$ cat src/hw/rtl/arx_pkg.sv
// Shared types, constants and helpers for the ARX / IIR filter step unit.
package arx_pkg;

	localparam int SAMPLE_W   = 16;
	localparam int COEF_W     = 16;
	localparam int PROD_W     = SAMPLE_W + COEF_W;
	localparam int ACC_W      = 40;
	localparam int DELAY_W    = 4;
	localparam int CFG_IDX_W  = 8;
	localparam int CFG_DATA_W = 16;
	localparam int FRAC_SHIFT = 14;

	localparam int NUM_B_TAPS_DEF = 3;
	localparam int NUM_A_TAPS_DEF = 3;
	localparam int MAX_DELAY_DEF  = 8;

	// register map: delay, then b taps, then a taps
	localparam int CFG_INPUT_DELAY = 0;
	localparam int CFG_B_BASE      = 1;

	typedef logic signed [SAMPLE_W-1:0] sample_t;
	typedef logic signed [COEF_W-1:0]   coef_t;
	typedef logic signed [ACC_W-1:0]    acc_t;

	typedef struct packed {
		sample_t sample_out;
		logic    saturated;
	} result_t;

	localparam coef_t   B0_RESET   = 16'sd16384;
	localparam sample_t SAMPLE_MAX = 16'sh7fff;
	localparam sample_t SAMPLE_MIN = 16'sh8000;
	localparam acc_t    ROUND_HALF = acc_t'(1) <<< (FRAC_SHIFT - 1);

	// Round half up, drop FRAC_SHIFT fraction bits, clip to Q1.15.
	function automatic result_t round_sat(input acc_t acc);
		acc_t    t;
		logic    hi_ones;
		logic    hi_zeros;
		result_t r;
		t        = acc + ROUND_HALF;
		hi_ones  = &t[ACC_W-1:FRAC_SHIFT+SAMPLE_W-1];
		hi_zeros = ~|t[ACC_W-1:FRAC_SHIFT+SAMPLE_W-1];
		r.saturated = !(hi_ones || hi_zeros);
		if (r.saturated) begin
			r.sample_out = t[ACC_W-1] ? SAMPLE_MIN : SAMPLE_MAX;
		end else begin
			r.sample_out = t[FRAC_SHIFT+SAMPLE_W-1:FRAC_SHIFT];
		end
		return r;
	endfunction

endpackage

$ cat src/hw/rtl/arx_mac_cell.sv
// One tap of the accumulate chain: adds or subtracts coef * operand.
module arx_mac_cell import arx_pkg::*; #(
	parameter bit SUBTRACT = 1'b0
) (
	input  coef_t   coef,
	input  sample_t operand,
	input  acc_t    acc_in,
	output acc_t    acc_out
);

	logic signed [PROD_W-1:0] prod;
	acc_t                     prod_ext;

	assign prod     = coef * operand;
	assign prod_ext = acc_t'(prod);
	assign acc_out  = SUBTRACT ? (acc_in - prod_ext) : (acc_in + prod_ext);

endmodule

$ cat config.mk
export PLATFORM = sky130hd
export DESIGN_NAME = arx_mac_cell
export DESIGN_NICKNAME = d
export VERILOG_FILES = /design/src/hw/rtl/arx_pkg.sv /design/src/hw/rtl/arx_mac_cell.sv
export SDC_FILE = /design/constraint.sdc
export NUM_CORES = 1
export LEC_CHECK = 0
export BUFFER_PORTS_ARGS = -buffer_cell sky130_fd_sc_hd__buf_4
export CORE_MARGIN = 4
export CORE_UTILIZATION = 59
export DETAILED_ROUTE_END_ITERATION = 12
export GPL_TIMING_DRIVEN = 0
export MAX_ROUTING_LAYER = met4
export PLACE_DENSITY = 0.8
export SYNTH_ARGS = -nofsm -noshare
export SYNTH_HDL_FRONTEND = slang
export SYNTH_SLANG_ARGS = --single-unit
$ cat constraint.sdc
create_clock -name vclk -period 25.3
set_input_delay 6.325 -clock vclk [all_inputs]
set_output_delay 6.325 -clock vclk [all_outputs]
set_load 0.05 [all_outputs]
==> metrics.txt <==
CP Launch Type=primary input; grt met1 use=0.386; clock buf count=0; Least-Margin Pin Slew=1380 ps; worst setup path class=primary input to primary output; layout cell share with drive strength beyond 1=0.0843; Antenna Nets Post-Route=0; routability congestion estimate=0.946; CP max-delay cell=fa_1; unrepaired setup endpoints after global routing=no; Worst Hold Class=primary input to primary output; total track usage=0.279; global-route wire length before repair=51000 um; via count=9289; Worst EP arrival=13510 ps; synthesized area per cell=9.19 um^2; post-synthesis cell area=12400 um^2; Worst slew margin=0.0798; I/O pins=112; Port-buffer cells=111; Most common cell on crit path=fa_1; Starting DRT DRC Count=679; area of the multi-input gates=10800 um^2; Final setup viols=0; FP Rows=52; CP peak stage delay=570 ps; CP max FO=10; Final Critical Period=19830 ps; setup bufs post-CTS=0; synth warn=0; Mapped Cells=1348; Synth Net Count=1865; Max Freq=0.0504 GHz; vias in the first global route=10000; Top Usage Layer GRT=met2; Core ar.=20400 um^2; Layout fillers=1637; final hold viol count=0; area grow syn2layout=9.45%; MaxCap Viol Count=0; Seq cells=0; status=completed; Final period util=0.784; critical path required time=18980 ps; DIE WIDTH=153 um; post-DR vias/cell=5.37; # DRC=0; sequential area share after synthesis=0; largest net degree at the start of global routing=24; CP Cell Sequence=buf_4 -> clkbuf_1 -> nand2_1 -> inv_1 -> fa_1 -> inv_1 -> fa_1 -> inv_1 -> fa_1 -> inv_1 -> fa_1 -> inv_1 -> fa_1 -> fa_1 -> ha_1 -> a21o_1 -> a21oi_1 -> o21ai_0 -> a31o_2 -> a21o_1 -> mux2i_1 -> o41ai_1 -> a31oi_1 -> buf_4; per-cell routed wire length=17.6 um; initial core utilization=0.607; hold buffers post-CTS=0; DIE HEIGHT=153 um; Synth cell types=56; Reg area=0 um^2; fin. max-slew vios=0; total negative slack=0 ps; met3 usage=0.0376; Worst Setup End Kind=primary output; CTS resizes=0; Detail Placement HPWL=26900 um; GR Util met2=0.437; fin area=13600 um^2; Remaining Overflow, GRT=0; initial antenna violation count=0; total wire length=30500 um; Placed Area=13600 um^2; Die Area=23400 um^2; Nets=1978; Antenna diodes=0; 1st-pass router iterations=7
==> synthesized netlist by cell type (all sizes together) (2+ instances only) <==
library cell,number,area share
or3,2,0.0010
o31a,2,0.0015
a211oi,5,0.0040
nor2,41,0.012
or2,3,0.0015
nor4b,2,0.0014
o21ai,21,0.0085
o21bai,7,0.0042
o311ai,2,0.0020
a21oi,30,0.012
inv,375,0.11
nor2b,3,0.0015
nand4,3,0.0015
a21o,13,0.0079
clkbuf,36,0.011
buf,2,0.0012
nor3,9,0.0040
o41ai,2,0.0014
nand2,140,0.042
xnor2,27,0.019
nand2b,6,0.0030
fa,330,0.53
a2111oi,3,0.0036
o31ai,2,0.0012
and2,116,0.059
a211o,2,0.0014
and3,7,0.0035
xor2,10,0.0077
o211ai,2,0.0012
nor4,2,0.0010
o21a,4,0.0024
nand3,7,0.0028
ha,115,0.12
mux2,2,0.0018
a31oi,2,0.0010
a311oi,2,0.0014
a311o,2,0.0016
==> placed cells by master, fill, tap and decap left out, types with 3 or more instances in the layout <==
cell type	Yosys	routed
buf_4	0	111
o21ai_0	19	19
o21bai_1	7	7
clkbuf_1	36	36
nor2_1	41	41
inv_1	375	375
o21a_1	4	4
a211oi_1	4	4
xnor2_1	27	27
nor2b_1	3	3
nor3_1	8	8
a21o_1	13	13
nand4_1	3	3
and2_1	116	116
nand3_1	7	7
nand2_1	140	140
fa_1	330	330
ha_1	115	115
nand2b_1	6	6
a21oi_1	30	30
and3_1	7	7
xor2_1	9	9
==> cell type report <==
type / instances / share of cell area
Inverter: 375 / 0.104
Multi-Input combinational cell: 935 / 0.799
Tap cell: 270 / 0.0249
Timing Repair Buffer: 111 / 0.0614
Buffer: 38 / 0.0111
==> worst max-delay path: cells and delay by family <==
| family | cells | cell delay (ps) |
|---|---|---|
| compound gates | 7 | 1360 |
| fa+ha+maj | 7 | 3500 |
| buf+inv | 8 | 1900 |
| mux | 1 | 140 |
| simple gates | 1 | 280 |
==> worst paths after layout <==
kind,cells after the start,from,to
worst max-delay path,24,operand[1],acc_out[37]
worst min-delay path,3,acc_in[0],acc_out[0]
==> logic make-up after synthesis <==
group	count (synthesis)	synth area share
and+or+nand+nor	343	0.136
buffers and inverters	413	0.126
muxes	3	0.00262
xor gates and xnor gates	37	0.0268
adders and majority gates	445	0.649
AOI/OAI and AO/OA	107	0.0598
==> metal layers <==
metal / vias up / share of wire
li1: 4178 / -
met1: 4602 / 0.40
met2: 426 / 0.47
met3: 83 / 0.091
met4: 0 / 0.042
met5: - / 0
==> stage by stage <==
stage | hold slack, ps | utilization | setup WS (ps) | cells
after floorplan | 13030 | - | 5990 | 1348
after global placement | 13030 | 0.664 | 5620 | 1729
after detailed placement | 13050 | 0.664 | 5580 | 1729
after CTS | 13050 | 0.664 | 5550 | 1729
after global routing | 13060 | 0.664 | 4990 | 1729
final | 13050 | 0.664 | 5470 | 1729
Power is left out: the tool's default activity adds up to more than one toggle a clock period on the data nets, which glitch-free logic cannot reach.
