## src/hw/rtl/arx_pkg.sv

```systemverilog
// Shared types, constants and helpers for the ARX / IIR filter step unit.
package arx_pkg;

	localparam int SAMPLE_W   = 16;
	localparam int COEF_W     = 16;
	localparam int PROD_W     = SAMPLE_W + COEF_W;
	localparam int ACC_W      = 40;
	localparam int DELAY_W    = 4;
	localparam int CFG_IDX_W  = 8;
	localparam int CFG_DATA_W = 16;
	localparam int FRAC_SHIFT = 14;

	localparam int NUM_B_TAPS_DEF = 3;
	localparam int NUM_A_TAPS_DEF = 3;
	localparam int MAX_DELAY_DEF  = 8;

	// register map: delay, then b taps, then a taps
	localparam int CFG_INPUT_DELAY = 0;
	localparam int CFG_B_BASE      = 1;

	typedef logic signed [SAMPLE_W-1:0] sample_t;
	typedef logic signed [COEF_W-1:0]   coef_t;
	typedef logic signed [ACC_W-1:0]    acc_t;

	typedef struct packed {
		sample_t sample_out;
		logic    saturated;
	} result_t;

	localparam coef_t   B0_RESET   = 16'sd16384;
	localparam sample_t SAMPLE_MAX = 16'sh7fff;
	localparam sample_t SAMPLE_MIN = 16'sh8000;
	localparam acc_t    ROUND_HALF = acc_t'(1) <<< (FRAC_SHIFT - 1);

	// Round half up, drop FRAC_SHIFT fraction bits, clip to Q1.15.
	function automatic result_t round_sat(input acc_t acc);
		acc_t    t;
		logic    hi_ones;
		logic    hi_zeros;
		result_t r;
		t        = acc + ROUND_HALF;
		hi_ones  = &t[ACC_W-1:FRAC_SHIFT+SAMPLE_W-1];
		hi_zeros = ~|t[ACC_W-1:FRAC_SHIFT+SAMPLE_W-1];
		r.saturated = !(hi_ones || hi_zeros);
		if (r.saturated) begin
			r.sample_out = t[ACC_W-1] ? SAMPLE_MIN : SAMPLE_MAX;
		end else begin
			r.sample_out = t[FRAC_SHIFT+SAMPLE_W-1:FRAC_SHIFT];
		end
		return r;
	endfunction

endpackage

```

## src/hw/rtl/arx_delay_cell.sv

```systemverilog
// One history cell: holds a sample and passes it to the next cell on shift.
module arx_delay_cell import arx_pkg::*; (
	input  logic    clk,
	input  logic    arst_n,
	input  logic    shift_en,
	input  sample_t d,
	output sample_t q
);

	sample_t data_q;

	always_ff @(posedge clk or negedge arst_n) begin
		if (!arst_n) begin
			data_q <= '0;
		end else if (shift_en) begin
			data_q <= d;
		end
	end

	assign q = data_q;

endmodule

```

## config.mk

```make
export PLATFORM = sky130hd
export DESIGN_NAME = arx_delay_cell
export DESIGN_NICKNAME = d
export VERILOG_FILES = /design/src/hw/rtl/arx_pkg.sv /design/src/hw/rtl/arx_delay_cell.sv
export SDC_FILE = /design/constraint.sdc
export NUM_CORES = 1
export LEC_CHECK = 0
export ABC_AREA = 1
export BUFFER_PORTS_ARGS = -buffer_cell sky130_fd_sc_hd__buf_2
export CORE_MARGIN = 2
export CORE_UTILIZATION = 42
export CTS_CLUSTER_DIAMETER = 100
export DETAILED_ROUTE_END_ITERATION = 10
export GPL_ROUTABILITY_DRIVEN = 0
export GPL_TIMING_DRIVEN = 1
export PLACE_DENSITY = 0.77
export SETUP_SLACK_MARGIN = 0.1
export SYNTH_ARGS = -nofsm -noshare
export SYNTH_HDL_FRONTEND = slang
export SYNTH_SLANG_ARGS = --single-unit
```

## constraint.sdc

```tcl
create_clock -name clk -period 0.8 [get_ports clk]
set_input_delay 0.04 -clock clk [delete_from_list [all_inputs] [get_ports clk]]
set_output_delay 0.04 -clock clk [all_outputs]
set_load 0.005 [all_outputs]
```

==> impl_metrics.json, run 1 <==
{
  "final_nets": 153,
  "yosysSeqAreaShare_pct": 62.1,
  "final_cell_mix": "nand2_1, buf_2, dlygate4sd3_1",
  "finalWirelength_microns": 1690,
  "drc": 0,
  "grt_pass1_vias": 630,
  "clock_skew_ps": 0,
  "num_rows": 14,
  "startpoint_type": "register",
  "grtUsageTotal_pct": 18.7,
  "cts_tree": "built",
  "hold_class": "in -> reg",
  "worstSetupPathType": "reg -> out",
  "dieArea_sq_um": 1860,
  "synthSimpleGateAreaFrac_pct": 29.9,
  "clkPwrFrac_pct": 23.5,
  "hold_slack_ps": 102,
  "htree_levels": 1,
  "setup_ws_ps": -48.5,
  "synth_fa_ha_area_share_pct": 0,
  "antenna_left": 0,
  "hpwlAfterDp_microns": 934,
  "synthCells": 68,
  "cp_max_fo": 2,
  "vias": 657,
  "setup_viol": 17,
  "muxShareOfSynthArea_pct": 0,
  "diodes": 0,
  "p_leak_uw": 0.000638,
  "violations": "negative setup slack",
  "syn_nets": 87,
  "pin_count": 35,
  "ys_types": 6,
  "grt_pass1_wl_microns": 2530,
  "clkLatencyLatePin_ps": 280,
  "hold_viol": 0,
  "total_power_uw": 1760,
  "ys_ff_latch": 16,
  "core-area_sq_um": 1470,
  "period_share_pct": 106,
  "reg2regPathDepth": 4,
  "cap_violations": 0,
  "place_ws_ps": 155,
  "tightestPinTransition_ps": 346,
  "worst_hold_path.num_cells": 3,
  "syn_area_sq_um": 644,
  "fin_tns_setup_ps": -557,
  "yosysWarnings": 0,
  "via_per_inst": 4.44,
  "cellInternalPower_uw": 1310,
  "crit_family": "flip-flops",
  "cts.sinks": 16,
  "antenna_found_initial": 0,
  "grt_max_degree": 17,
  "dr.pass1.iters": 4,
  "relSlewSlack_pct": 76.9,
  "numCtsBuffers": 3,
  "synth-compound-area-share_pct": 0,
  "die_w_microns": 43.2,
  "irDropWorstVdd_mv": 0.919,
  "crit_buf_inv": 1,
  "dp.cells": 116,
  "clock-root-buffer": "clkbuf_4",
  "power_frac_comb_pct": 24.3,
  "max_freq_mhz": 1180,
  "largest_reg_flops": 16,
  "synth_xor_area_share_pct": 0,
  "clockBufferDepth": 2,
  "drv_slew": 0,
  "arrival_ps": 810,
  "rsz0062_at_grt": "yes",
  "cp-end-kind": "output port",
  "mostFrequentLayoutCell": "nand2_1",
  "p_per_area_nw_per_um2": 1570,
  "synth_top_family_by_area": "simple AND/OR/NAND/NOR gates",
  "overflow": 0,
  "die_h_microns": 43.2,
  "syn_area_per_cell_sq_um": 9.48,
  "portBuffers": 34,
  "path_cells": "buf_2",
  "status": "complete, but fails checks",
  "crit_path_max_incr_delay_ps": 400,
  "syn2layout_area_growth_pct": 74.0,
  "crit_slowest_cell": "dfrtp_1",
  "power.switching_uw": 449,
  "clk_pin_slew_ps": 90,
  "crit_cells": 1,
  "switching_share_pct": 25.5,
  "period_minus_slack_ps": 848,
  "first_iter_violations": 16,
  "finalNonFillerCells": 148,
  "layout-drive-gt1-share_pct": 46.2,
  "routedWlPerCell_microns": 11.4,
  "pwr-share-seq_pct": 52.2,
  "initial_utilization_pct": 43.8,
  "cp.required_ps": 760
}
## cell families after synthesis
logic type	after synthesis
flip-flops	16
AND/OR/NAND/NOR	48
buffers and inverters	4
## path summary, 6_finish.rpt
path / from / to / slack, ps
worst max-delay path: q[3] / q[3] / -50
worst min-delay path: shift_en / q[11] / 100
worst max register to register: q[3] / q[3] / 0
worst min register to register: q[7] / q[7] / 480
max in group asynchronous: arst_n / q[12] / 340
min in group asynchronous: arst_n / q[15] / 200
## cells in the mapped netlist (all sizes together)
cell,instances,area share [%]
nand2,48,30
dfrtp,16,62
buf,3,6.6
inv,1,1.4
## area by class of cell
cell class	instances	area (sq um)
Inverter	1	8.76
Multi-Input combinational cell	48	205
Sequential cell	16	400
Clock buffer	3	22.5
Tap cell	16	20.0
Fill cell	98	350
Timing Repair Buffer	64	464
## per-stage QoR
stage          util [%]  instance area (sq um)
6_report           76.2                   1120
5_1_grt            76.2                   1120
4_1_cts            72.4                   1060
3_5_place_dp       54.3                    800
3_3_place_gp       54.3                    800
2_1_floorplan         -                    644
## timing repair
item                                   4_1_cts  5_1_grt
gates resized for setup                      2       10
hold buffers                                17        0
setup buffers                                9        3
setup endpoints to repair                   16       25
endpoints found under the hold margin       32        0
pin swaps                                    4        6
## power groups by stage
stage | Clock, uW | Sequential [uW] | Combinational [uW]
finish | 413 | 919 | 427
global route | 459 | 925 | 468
CTS | 415 | 910 | 378
detailed placement | 0 | 934 | 246
global placement | 0 | 931 | 242
floorplan | 0 | 943 | 110
## per-layer routing
layer | vias to the layer above | global-route usage (%) | wire length [microns]
met5 | - | 0 | 0
met4 | 0 | 9.09 | 8
met3 | 2 | 4.26 | 50
met2 | 19 | 32.2 | 921
met1 | 303 | 21.4 | 706
li1 | 333 | - | -
Note: power is estimated with default switching activity, not from simulation.
==> run 2: changes to the inputs <==
==> constraint.sdc (replaced) <==
create_clock -name clk -period 0.8 [get_ports clk]
set_input_delay 0.04 -clock clk [delete_from_list [all_inputs] [get_ports clk]]
set_output_delay 0.04 -clock clk [all_outputs]
set_load 0.02 [all_outputs]
==> run 2 against run 1 <==
  * The run still ends with negative setup slack left
  * Cell count unchanged
  * Global-route usage increased by 1.7 points
  * Design area increased by 7.9%
  * Routed wire length increased by 12%
  * Critical endpoint is now q[15]
==> impl_metrics.json, run 2 (synthesized netlist as in run 1, its figures left out) <==
{
  "worstSetupPathType": "reg -> out",
  "p_per_area_nw_per_um2": 1620,
  "largest_reg_flops": 16,
  "startpoint_type": "register",
  "status": "complete, but fails checks",
  "drc": 0,
  "nFillCells": 79,
  "cp-endpoint": "q[15]",
  "die_h_microns": 43.2,
  "numCtsBuffers": 3,
  "antenna_found_initial": 0,
  "rsz0062_at_grt": "yes",
  "arrival_ps": 850,
  "r2r-end": "q[2]",
  "core-area_sq_um": 1470,
  "final_nets": 153,
  "grtUsageTotal_pct": 20.4,
  "setup_viol": 16,
  "final_cell_mix": "nand2_1, buf_6, buf_2",
  "clkPwrFrac_pct": 21.6,
  "drv_slew": 0,
  "period_share_pct": 111,
  "relSlewSlack_pct": 76.8,
  "finalNonFillerCells": 148,
  "layout-drive-gt1-share_pct": 46.2,
  "crit_path_max_incr_delay_ps": 420,
  "tightestPinTransition_ps": 349,
  "dieArea_sq_um": 1860,
  "crit_slowest_cell": "dfrtp_1",
  "diodes": 0,
  "pwr-share-seq_pct": 48.0,
  "hpwlAfterDp_microns": 934,
  "finalWirelength_microns": 1900,
  "cp.required_ps": 760,
  "mostFrequentLayoutCell": "nand2_1",
  "power_frac_comb_pct": 30.4,
  "cap_violations": 0,
  "grt_pass1_wl_microns": 2820,
  "crit_buf_inv": 1,
  "syn2layout_area_growth_pct": 87.8,
  "rrSetupSlack_ps": 20,
  "p_leak_uw": 0.000663,
  "hold_class": "in -> reg",
  "vias": 680,
  "pin_count": 35,
  "setup_ws_ps": -91.9,
  "clock_skew_ps": 0,
  "fin_tns_setup_ps": -1080,
  "path_cells": "buf_6",
  "via_per_inst": 4.59,
  "routedWlPerCell_microns": 12.8,
  "max_freq_mhz": 1120,
  "cp-end-kind": "output port",
  "clock-root-buffer": "clkbuf_4",
  "dr.pass1.iters": 4,
  "grt_pass1_vias": 669,
  "power.switching_uw": 567,
  "grt_max_degree": 17,
  "first_iter_violations": 15,
  "cellInternalPower_uw": 1390,
  "crit_family": "flip-flops",
  "crit_cells": 1,
  "num_rows": 14,
  "hold_viol": 0,
  "dp.cells": 116,
  "die_w_microns": 43.2,
  "cp_max_fo": 2,
  "cp-startpoint": "q[15]",
  "switching_share_pct": 29.0,
  "cts.sinks": 16,
  "htree_levels": 1,
  "clkLatencyLatePin_ps": 280,
  "period_minus_slack_ps": 892,
  "initial_utilization_pct": 43.8,
  "overflow": 0,
  "clk_pin_slew_ps": 90,
  "violations": "negative setup slack",
  "clockBufferDepth": 2,
  "irDropWorstVdd_mv": 1.24,
  "portBuffers": 34,
  "reg2regPathDepth": 3,
  "antenna_left": 0,
  "r2r-start": "q[2]",
  "cts_tree": "built"
}
-- run 2: worst min-delay path by stage --
stage,start,endpoint,slack (ps),depth (start not counted)
finish,shift_en,q[11],100,3
global route,shift_en,q[12],100,3
CTS,shift_en,q[11],100,3
detailed placement,arst_n,q[15],-30,1
global placement,arst_n,q[0],-40,1
floorplan,arst_n,q[0],-260,0
-- run 2: per-stage QoR --
stage | hold slack, ps | util (%) | cell area [sq um] | power (uW) | setup slack [ps]
floorplan | -256 | - | 644 | 1140 | 118
global placement | -36.2 | 54.3 | 800 | 1260 | 175
finish | 97.3 | 82.2 | 1210 | 1960 | -91.9
global route | 101 | 82.2 | 1210 | 2040 | -113
CTS | 96.7 | 78.7 | 1160 | 1890 | -67.7
detailed placement | -32.2 | 54.3 | 800 | 1270 | 155
-- run 2: layout make-up --
class                      count  area (sq um)  share of cell area [%]
inverter                       1          8.76                   0.724
tap                           16          20.0                    1.65
timing repair buffer          64           553                    45.7
clock buffer                   3          22.5                    1.86
sequential                    16           400                    33.1
multi-input combinational     48           205                    17.0
-- run 2: repair_timing --
| item | in CTS | in global routing |
|---|---|---|
| setup endpoints to repair | 16 | 26 |
| gates resized for setup | 32 | 9 |
| buffers inserted | 9 | 3 |
| hold buffers | 17 | 0 |
| endpoints found under the hold margin | 32 | 0 |
| pin swaps | 4 | 2 |
-- run 2: power by group through the flow --
stage	combinational, uW	clock (uW)	sequential, uW
floorplan	109	0	1030
global placement	329	0	931
detailed placement	332	0	934
CTS	543	415	927
global route	634	463	944
finish	594	422	938
-- run 2: layer usage --
layer | track usage, % | part of all wire (%) | up-vias
met1 | 24.7 | 40 | 329
met2 | 36.4 | 56 | 16
met4 | 6.67 | 0.74 | 0
li1 | - | - | 332
met3 | 2.98 | 2.7 | 3
met5 | 0 | 0 | -
-- run 2: worst min-delay path: stages --
cell and delay [ps]:
buf_2 180, nand2_1 80, nand2_1 40
